### config.mk
export PLATFORM = sky130hd
export DESIGN_NAME = box_point_project_and_test_top
export DESIGN_NICKNAME = d
export VERILOG_FILES = /design/src/bpp_pkg.sv /design/src/bpp_axis.sv /design/src/bpp_core.sv /design/src/box_point_project_and_test_top.sv
export SDC_FILE = /design/constraint.sdc
export NUM_CORES = 2
export LEC_CHECK = 0
export BUFFER_PORTS_ARGS = -buffer_cell sky130_fd_sc_hd__buf_2
export CORE_UTILIZATION = 50
export CTS_CLUSTER_DIAMETER = 120
export DETAILED_ROUTE_END_ITERATION = 16
export PLACE_DENSITY = 0.76
export REMOVE_ABC_BUFFERS = 1
export SYNTH_ARGS = -nofsm -noshare
export SYNTH_HDL_FRONTEND = slang
export SYNTH_SLANG_ARGS = --single-unit
export TNS_END_PERCENT = 10
### constraint.sdc
create_clock -name clock -period 8.2 [get_ports clock]
set_input_delay 1.64 -clock clock [delete_from_list [all_inputs] [get_ports clock]]
set_output_delay 1.64 -clock clock [all_outputs]
set_load 0.01 [all_outputs]
### src/bpp_pkg.sv
package bpp_pkg;

   // field widths
   localparam int COORD_W   = 32;
   localparam int LEN_W     = 31;
   localparam int NUM_AXES  = 3;
   localparam int CSR_IDX_W = 2;

   // default number of active axes
   localparam int DIMENSIONS_DEFAULT = 3;

   // register indexes
   localparam logic [CSR_IDX_W-1:0] REG_HALF_X = 2'd0;
   localparam logic [CSR_IDX_W-1:0] REG_HALF_Y = 2'd1;
   localparam logic [CSR_IDX_W-1:0] REG_HALF_Z = 2'd2;

   // per-axis results handed from an axis slice to the core
   typedef struct packed {
      logic                      is_in;
      logic                      sph_in;
      logic                      clamp;
      logic signed [COORD_W:0]   gap;
      logic [COORD_W-1:0]        face;
   } axis_type;

   // one result item
   typedef struct packed {
      logic                                is_inside;
      logic                                sphere_inside;
      logic [NUM_AXES-1:0][COORD_W-1:0]    proj;
      logic [NUM_AXES-1:0]                 mask;
   } result_type;

endpackage

### src/bpp_axis.sv
module bpp_axis (
   input  logic [bpp_pkg::COORD_W-1:0] coord,
   input  logic [bpp_pkg::LEN_W-1:0]   radius,
   input  logic [bpp_pkg::LEN_W-1:0]   half_len,
   output bpp_pkg::axis_type           axis_out
);
   import bpp_pkg::*;

   logic [COORD_W-1:0] mag;
   logic [LEN_W:0]     shrink_diff;
   logic [LEN_W-1:0]   shrunk;
   logic [COORD_W-1:0] shrunk_ext;
   logic [COORD_W:0]   mag_plus_rad;

   // magnitude of the coordinate, zero counts as positive
   assign mag = coord[COORD_W-1] ? (~coord + {{(COORD_W-1){1'b0}}, 1'b1}) : coord;

   // half-length shrunk by the radius, floored at zero
   assign shrink_diff = {1'b0, half_len} - {1'b0, radius};
   assign shrunk      = shrink_diff[LEN_W] ? '0 : shrink_diff[LEN_W-1:0];
   assign shrunk_ext  = {1'b0, shrunk};

   assign mag_plus_rad = {1'b0, mag} + {2'b00, radius};

   // tests, clamp decision, face distance and signed face position
   always_comb begin
      axis_out.is_in  = (mag <= {1'b0, half_len});
      axis_out.sph_in = (mag_plus_rad <= {2'b00, half_len});
      axis_out.clamp  = (mag > shrunk_ext);
      axis_out.gap    = $signed({1'b0, shrunk_ext}) - $signed({1'b0, mag});
      axis_out.face   = coord[COORD_W-1] ? (~shrunk_ext + {{(COORD_W-1){1'b0}}, 1'b1})
                                         : shrunk_ext;
   end

endmodule

### src/bpp_core.sv
module bpp_core #(
   parameter int DIMENSIONS = bpp_pkg::DIMENSIONS_DEFAULT
) (
   input  logic [bpp_pkg::NUM_AXES-1:0][bpp_pkg::COORD_W-1:0] coord,
   input  logic [bpp_pkg::LEN_W-1:0]                          radius,
   input  logic [bpp_pkg::NUM_AXES-1:0][bpp_pkg::LEN_W-1:0]   half_len,
   output bpp_pkg::result_type                                result
);
   import bpp_pkg::*;

   // out-of-range dimension counts go to the nearest legal value
   localparam int DIMS = (DIMENSIONS < 1) ? 1 : ((DIMENSIONS > NUM_AXES) ? NUM_AXES : DIMENSIONS);

   axis_type            axis [NUM_AXES];
   logic [NUM_AXES-1:0] clamp;
   logic [NUM_AXES-1:0] pick;
   logic [NUM_AXES-1:0] hit;
   logic                any_clamp;
   logic signed [COORD_W:0] dist_x;
   logic signed [COORD_W:0] dist_y;
   logic signed [COORD_W:0] dist_z;

   // one slice per active axis, inactive axes pass every test
   for (genvar k = 0; k < NUM_AXES; k++) begin : g_axis
      if (k < DIMS) begin : g_active
         bpp_axis u_axis (
            .coord    (coord[k]),
            .radius   (radius),
            .half_len (half_len[k]),
            .axis_out (axis[k])
         );
      end else begin : g_idle
         assign axis[k] = '{is_in: 1'b1, sph_in: 1'b1, clamp: 1'b0, gap: '0, face: '0};
      end
      assign clamp[k] = axis[k].clamp;
   end

   assign any_clamp = |clamp;
   assign dist_x    = axis[0].gap;
   assign dist_y    = axis[1].gap;
   assign dist_z    = axis[2].gap;

   // nearest face; on a tie x loses to y or z, and y wins over z
   always_comb begin
      pick = '0;
      if (DIMS == 1) begin
         pick[0] = 1'b1;
      end else if (DIMS == 2) begin
         if (dist_x < dist_y) pick[0] = 1'b1;
         else                 pick[1] = 1'b1;
      end else if (dist_z < dist_y) begin
         if (dist_x < dist_z) pick[0] = 1'b1;
         else                 pick[2] = 1'b1;
      end else begin
         if (dist_x < dist_y) pick[0] = 1'b1;
         else                 pick[1] = 1'b1;
      end
   end

   // projection and mask
   always_comb begin
      result.is_inside     = axis[0].is_in & axis[1].is_in & axis[2].is_in;
      result.sphere_inside = axis[0].sph_in & axis[1].sph_in & axis[2].sph_in;
      for (int k = 0; k < NUM_AXES; k++) begin
         hit[k] = (k < DIMS) && (clamp[k] || (!any_clamp && pick[k]));
         result.mask[k] = hit[k];
         if (k >= DIMS)   result.proj[k] = '0;
         else if (hit[k]) result.proj[k] = axis[k].face;
         else             result.proj[k] = coord[k];
      end
   end

endmodule

### src/box_point_project_and_test_top.sv
// Box point test and projection. Each item is a point (signed Q16.16 per axis) and a
// radius; the result tells whether the point lies in the origin-centred box, whether the
// sphere of that radius fits wholly inside, and gives the point projected onto the box
// surface shrunk by the radius, with a mask of the clamped or face-snapped axes. One
// result per item, delivered in order. An item passes an input register and a result
// register, and its result shows on the rsp port from the result register. One item is
// taken every cycle unless rsp_stall holds the pipeline; the rate is set by the single
// pass of compares and subtracts between the two registers. When both registers are full,
// rsp_stall reaches req_stall in the same cycle. The user must see that the half-lengths
// are written through the csr port while no item is in flight; the block does not check.
module box_point_project_and_test_top #(
   parameter int DIMENSIONS = bpp_pkg::DIMENSIONS_DEFAULT
) (
   input  logic                              clock,
   input  logic                              reset,
   // configuration
   input  logic                              csr_write,
   input  logic [bpp_pkg::CSR_IDX_W-1:0]     csr_index,
   input  logic [bpp_pkg::LEN_W-1:0]         csr_data,
   // input items
   input  logic                              req_valid,
   output logic                              req_stall,
   input  logic signed [bpp_pkg::COORD_W-1:0] req_coord_x,
   input  logic signed [bpp_pkg::COORD_W-1:0] req_coord_y,
   input  logic signed [bpp_pkg::COORD_W-1:0] req_coord_z,
   input  logic [bpp_pkg::LEN_W-1:0]         req_radius,
   // result items
   output logic                              rsp_valid,
   input  logic                              rsp_stall,
   output logic                              rsp_is_inside,
   output logic                              rsp_sphere_inside,
   output logic signed [bpp_pkg::COORD_W-1:0] rsp_proj_x,
   output logic signed [bpp_pkg::COORD_W-1:0] rsp_proj_y,
   output logic signed [bpp_pkg::COORD_W-1:0] rsp_proj_z,
   output logic [bpp_pkg::NUM_AXES-1:0]      rsp_clamp_mask
);
   import bpp_pkg::*;

   logic [NUM_AXES-1:0][LEN_W-1:0]   half_len_ff;
   logic [NUM_AXES-1:0][LEN_W-1:0]   half_len_in;
   logic                             in_valid_ff;
   logic                             in_valid_in;
   logic [NUM_AXES-1:0][COORD_W-1:0] coord_ff;
   logic [NUM_AXES-1:0][COORD_W-1:0] coord_in;
   logic [LEN_W-1:0]                 radius_ff;
   logic [LEN_W-1:0]                 radius_in;
   logic                             out_valid_ff;
   logic                             out_valid_in;
   result_type                       result_ff;
   result_type                       result_in;
   result_type                       core_result;
   logic                             out_move;
   logic                             in_load;

   // half-length registers
   always_comb begin
      half_len_in = half_len_ff;
      if (csr_write) begin
         case (csr_index)
            REG_HALF_X: half_len_in[0] = csr_data;
            REG_HALF_Y: half_len_in[1] = csr_data;
            REG_HALF_Z: half_len_in[2] = csr_data;
            default:    half_len_in = half_len_ff;
         endcase
      end
   end

   always_ff @(posedge clock) begin
      if (reset) half_len_ff <= '0;
      else       half_len_ff <= half_len_in;
   end

   // pipeline flow control
   assign out_move  = !out_valid_ff || !rsp_stall;
   assign req_stall = in_valid_ff && !out_move;
   assign in_load   = !req_stall;

   assign in_valid_in  = in_load ? req_valid : in_valid_ff;
   assign coord_in     = in_load ? {req_coord_z, req_coord_y, req_coord_x} : coord_ff;
   assign radius_in    = in_load ? req_radius : radius_ff;
   assign out_valid_in = out_move ? in_valid_ff : out_valid_ff;

   // input register
   always_ff @(posedge clock) begin
      if (reset) in_valid_ff <= 1'b0;
      else       in_valid_ff <= in_valid_in;
   end

   always_ff @(posedge clock) begin
      coord_ff  <= coord_in;
      radius_ff <= radius_in;
   end

   // projection logic
   bpp_core #(
      .DIMENSIONS (DIMENSIONS)
   ) u_core (
      .coord    (coord_ff),
      .radius   (radius_ff),
      .half_len (half_len_ff),
      .result   (core_result)
   );

   assign result_in = out_move ? core_result : result_ff;

   // result register
   always_ff @(posedge clock) begin
      if (reset) out_valid_ff <= 1'b0;
      else       out_valid_ff <= out_valid_in;
   end

   always_ff @(posedge clock) begin
      result_ff <= result_in;
   end

   assign rsp_valid         = out_valid_ff;
   assign rsp_is_inside     = result_ff.is_inside;
   assign rsp_sphere_inside = result_ff.sphere_inside;
   assign rsp_proj_x        = result_ff.proj[0];
   assign rsp_proj_y        = result_ff.proj[1];
   assign rsp_proj_z        = result_ff.proj[2];
   assign rsp_clamp_mask    = result_ff.mask;

endmodule

# ---- Yosys cells after proc, flatten, opt, wreduce, memory -nomap -nowiden
# Cells that the tools add are included.
# Widths: inputs -> output; s select.
dict set report word_totals {
  n_memories 0
  ramBits 0
  romBits 0
  latchBits 0
  reg_bits 323
  wordCells 90
  output_inout_bits 103
}
dict set report classes {
  shift 0
  div 0
  addsub 15
  reduce_logical 17
  bitwise_logic 10
  eq_ne 2
  n_mul 0
  n_mux 19
  magnitude_cmp 12
}
# cell count
set op_table {}
lappend op_table {{$mux 32} 9}
lappend op_table {{$add 32x1->32 const B} 6}
lappend op_table {{$add 32x31->33} 3}
lappend op_table {{$le 33x31->1} 3}
lappend op_table {{$lt 33x33->1} 3}
lappend op_table {{$sub 31x32->33} 3}
lappend op_table {{$gt 32x31->1} 3}
lappend op_table {{$le 32x31->1} 3}
lappend op_table {{$not 31->32} 3}
lappend op_table {{$not 32->32} 3}
lappend op_table {{$sub 31x31->32} 3}
lappend op_table {{$mux 31} 3}
lappend op_table {{$mux 1} 7}
lappend op_table {{$reduce_and 2->1} 3}
lappend op_table {{$and 1x1->1} 4}
lappend op_table {{$logic_and 1x1->1} 4}
lappend op_table {{$logic_not 1->1} 4}
lappend op_table {{$logic_or 1x1->1} 4}
lappend op_table {{$reduce_or 3->1} 1}
lappend op_table {{$eq 2x1->1 const B} 1}
lappend op_table {{$eq 2x2->1 const B} 1}
lappend op_table {{$logic_not 2->1} 1}

# ---- Depth between registers and ports, before layout
dict set report depth {
  word_depth 10
  ltp_mapped 44
}

# ---- Modules after synthesis
# A second synthesis with hierarchy kept.
dict set report hier_totals {
  hier_cells 4631
  area_unflattened_um2 39245.1
}
# mod seq_area_each_um2 instances cells_per_inst area_per_inst_um2
set by_module_without_submodules {}
lappend by_module_without_submodules {box_point_project_and_test_top 8748.4 1 575 10631.4}
lappend by_module_without_submodules {{bpp_axis (u_core.g_axis[2].g_active.u_axis)} 0.0 1 1268 8699.6}
lappend by_module_without_submodules {{bpp_axis (u_core.g_axis[0].g_active.u_axis)} 0.0 1 1205 8380.5}
lappend by_module_without_submodules {{bpp_axis (u_core.g_axis[1].g_active.u_axis)} 0.0 1 1155 7975.1}
lappend by_module_without_submodules {bpp_core 0.0 1 428 3558.4}

# ---- Worst setup path before layout
# OpenSTA, ideal clock, no wires.
dict set report synth_timing {
  kind {reg2reg}
  from {register radius_ff[1]}
  to {register result_ff, in the netlist rsp_proj_x[26], data pin}
  synth_period_minus_slack_ns 9.111
  t_arrival_ns 8.849
  path_slack_ns -0.911
  path_stages_with_launch 40
  t_required_ns 7.938
  cell_sequence {edfxtp_1 inv_1 ha_1 nor2b_1 o31a_1 o311a_1 or3_1 a21oi_1 o21ai_0 a21boi_1 clkbuf_1 clkbuf_1 nor2_1 ha_1 clkbuf_1 a2111o_1 o21a_1 nand2b_1 [... 4 more ...] a21o_1 a21o_1 xor2_1 inv_1 ha_1 and4_1 o21ai_0 a31oi_1 a211oi_1 o31ai_1 maj3_1 a221oi_1 nor3_1 o211ai_2 a21boi_4 o41ai_4 buf_6 mux2_1}
}
# element line_no
set synth_lines {}
lappend synth_lines {{from (decl)} box_point_project_and_test_top.sv:45} ;# logic [LEN_W-1:0] radius_ff;
lappend synth_lines {{from (signal assigned)} box_point_project_and_test_top.sv:91} ;# radius_ff <= radius_in;
lappend synth_lines {{to (signal assigned)} box_point_project_and_test_top.sv:113} ;# result_ff <= result_in;
lappend synth_lines {{to (decl)} box_point_project_and_test_top.sv:49} ;# result_type result_ff;

==> metrics.md <==
| Metric | Value |
|---|---|
| Status | finished with violations |
| Failing checks | negative setup slack |
| Total number of vias | 39000 |
| Hpwl dp | 117 mm |
| Max_cap viols | 0 |
| Root Driver | clkbuf_16 |
| Critical Path Max Stage Delay | 0.43 ns |
| Core Box Area | 73500 um^2 |
| Number of synthesized flops with an enable pin | 228 |
| Final setup violation count | 92 |
| Antenna violations before repair | 3 |
| DRC violations left | 0 |
| Startpoint class of the critical path | flop |
| Peak supply drop | 0.000191 V |
| Post-synthesis xor/xnor area fraction | 8.97% |
| Hold Path Stages | 2 |
| Final ANT Viol Nets | 0 |
| Most used cell, CP | buf_4 |
| Post-synth cell types | 103 |
| CP arrival | 8.76 ns |
| Final Slew Violations | 0 |
| Post-DR wirelength/cell | 22.3 um |
| Share of cells above drive strength 1 | 26.4% |
| Drt via density | 6.01 |
| IO Pins | 268 |
| RSZ-0062 raised after global routing | true |
| Crit path time final | 8.42 ns |
| Final-report hold violation count | 0 |
| Max Clock Skew | 0.0258 ns |
| Gpl congestion | 1.05 |
| Tcrit/Tclk final | 103% |
| Filler instances | 6156 |
| CP max-delay cell | o311a_1 |
| Rows | 99 |
| Hold Path Class | reg2reg |
| R2R depth | 40 |
| Latest clock arrival within the worst-skew pair | 0.61 ns |
| Initial Utilization | 50.9% |
| Synth Area in Compound Gates | 22.8% |
| Die H | 275 um |
| H-tree Lvls | 2 |
| Worst Tran Pin Value | 1.16 ns |
| Clk slew on worst S/H paths | 0.06 ns |
| Cells after Synth | 4492 |
| Drt initial violations | 3739 |
| P_leak | 23.1 nW |
| CTS sink count | 323 |
| Fraction of registers with async set/reset | 0% |
| Multiplexer share of the synthesized area | 3.24% |
| Gr usage total | 36.6% |
| Largest family of logic cells by synthesized area | compound AO/OA/AOI/OAI gates |
| Area occupied by multi-input gates | 27900 um^2 |
| Warnings from Yosys | 0 |
| Port bufs | 267 |
| GRT overflow | 0 |
| Nets@finish | 6215 |
| Pin count of the biggest net entering global routing | 69 |
| WP data required | 8.54 ns |
| Synth Area in Adders | 19.1% |
| CP Capture Type | flop |
| Top_reg_cell synth | edfxtp_1 |
| Die width | 275 um |
| Mapped Area | 37400 um^2 |
| Layout area overhead | 29.6% |
| DP Worst Slack | -0.654 ns |
| Fmax | 0.119 GHz |
| CTS buffer count | 43 |
| Register area share after synthesis | 23.4% |
| Crit path max fanout | 16 |
| Vias in the first global route | 37600 |
| Cell Pwr Density | 156 nW/um^2 |
| DR pass1 iterations | 6 |
| Die area | 75900 um^2 |
| Clock tree from TritonCTS | built |
| DRT Wirelength | 145 mm |
| Simple-gate share of the synthesized area | 17.3% |
| WS Path Type | reg2reg |
| Yosys reg bits | 323 |
| Clock buffer depth | 3 |
| First-pass GRT wire length | 211 mm |
| Avg Inst Size Synth | 8.33 um^2 |
| Max_slew headroom | 22.1% |
| Crit path setup slack, layout | -0.223 ns |
| Reg area | 8750 um^2 |
| Final hold slack | 0.475 ns |
==> worst max-delay path: cells and delay by family, from the launching register on <==
kind            cells  cell delay (ns)
compound gates     15             3.16
simple gates        8             1.44
buf+inv            10             1.42
fa+ha+maj           3             0.82
mux                 2             0.61
flops               1             0.40
xor+xnor            2             0.30
==> where the power goes <==
group          total, mW  switching [mW]  internal [mW]
combinational       3.60            1.99           1.61
sequential          1.96          0.0866           1.87
clock               2.00           0.839           1.16
==> placed cells by master (no fill, tap or decap), drive strengths merged, types with 37 or more instances in the layout <==
master  count
a211oi     38
clkbuf     59
mux2       89
nand4      74
or2        40
nor2      258
a21o      185
edfxtp    228
nand3      81
xor2      107
buf      1068
nand2     443
dfxtp      95
o21ai     255
o21a       77
a21oi     382
nor2b      76
nor3       76
xnor2     276
or3        51
nand2b     61
o21bai     37
a31oi      42
inv       382
ha        554
==> through the flow <==
step / total power [mW] / std cells / utilization, % / instance area, um^2 / setup TNS [ns]
6_report: 7.56 / 6482 / 66.0 / 48500 / -14.21
5_1_grt: 7.95 / 6482 / 66.0 / 48500 / -37.54
4_1_cts: 7.39 / 6449 / 64.6 / 47400 / -0.721
3_5_place_dp: 5.30 / 6315 / 61.2 / 45000 / -48.54
3_3_place_gp: 5.25 / 6315 / 61.2 / 45000 / -31.99
2_1_floorplan: 4.06 / 4371 / - / 36900 / -188.83
==> sequential cells by signal, indices dropped and copies added, names as in the netlist <==
| name | flops |
|---|---|
| coord_ff | 96 |
| half_len_ff | 93 |
| in_valid_ff | 1 |
| radius_ff | 31 |
| rsp_clamp_mask | 3 |
| rsp_is_inside | 1 |
| rsp_proj_x | 32 |
| rsp_proj_y | 32 |
| rsp_proj_z | 32 |
| rsp_sphere_inside | 1 |
| rsp_valid | 1 |
==> per-layer routing <==
layer  wire length [um]  vias up  GRT usage (%)
met2              63700     1749           58.8
met5                  7        -              0
met3              13000      356           5.80
met1              59200    18500           47.2
li1                   -    18400              -
met4               8750        2           19.2
==> cell families after synthesis <==
family	count (synthesis)
xor gates and xnor gates	383
and+or+nand+nor	1320
AOI/OAI and AO/OA	1298
buffers and inverters	500
adders and majority gates	567
muxes	101
DFF	323
==> cell usage after synthesis, types with 11 or more instances <==
master,instances,area [um^2]
nand2b_1,61,382
and4_1,17,149
dfxtp_1,95,1900
buf_1,11,41.3
mux2i_1,12,120
xor2_1,107,937
mux2_2,32,360
mux2_1,33,372
o2111ai_1,16,140
nand2_1,443,1660
inv_1,379,1420
edfxtp_1,228,6850
o21a_1,77,578
nor2b_1,76,475
nor3b_1,12,90.1
o31ai_1,32,240
o21ai_0,246,1230
a21oi_1,382,1910
o31a_1,22,193
a21boi_0,18,135
nor3_1,75,375
nand4_1,74,463
and3_1,21,131
a31oi_1,42,263
mux2_4,24,360
a211o_1,12,105
or3_1,50,313
a2111oi_0,11,96.3
o211ai_1,34,255
xnor2_1,276,2420
nor2_1,258,968
or2_2,37,231
ha_1,554,6930
a21o_1,185,1390
o21bai_1,37,278
a211oi_1,37,278
nand3_1,81,405
or4_1,21,158
clkbuf_1,93,349
o41ai_1,20,175
and2_1,34,213
nand3b_1,11,82.6
nor4_1,26,163
==> area by class of cell <==
| cell class | count | share of cell area [%] |
|---|---|---|
| timing repair buffer | 1071 | 15.9 |
| multi-input combinational | 3669 | 57.6 |
| clock inverter | 23 | 0.483 |
| inverter | 379 | 2.94 |
| clock buffer | 57 | 2.54 |
| sequential | 323 | 18.1 |
| tap | 959 | 2.48 |
| antenna | 1 | 0.00516 |
==> worst paths after layout <==
| check | start | to | slack, ns |
|---|---|---|---|
| worst max register to register | radius_ff[1] | rsp_proj_z[29] | -0.22 |
| worst max-delay path | radius_ff[1] | rsp_proj_z[29] | -0.22 |
| worst min-delay path | half_len_ff[51] | half_len_ff[51] | 0.47 |
| worst min register to register | half_len_ff[51] | half_len_ff[51] | 0.47 |
==> repair_timing <==
item                                    in CTS  in global routing
endpoints found under the setup margin      99                100
gates cloned                                 3                  2
buffers inserted                            52                 32
hold buffers                                 0                  0
resized for setup                          119                151
pin swaps                                   45                 89
(Power assumes the default switching activity.)
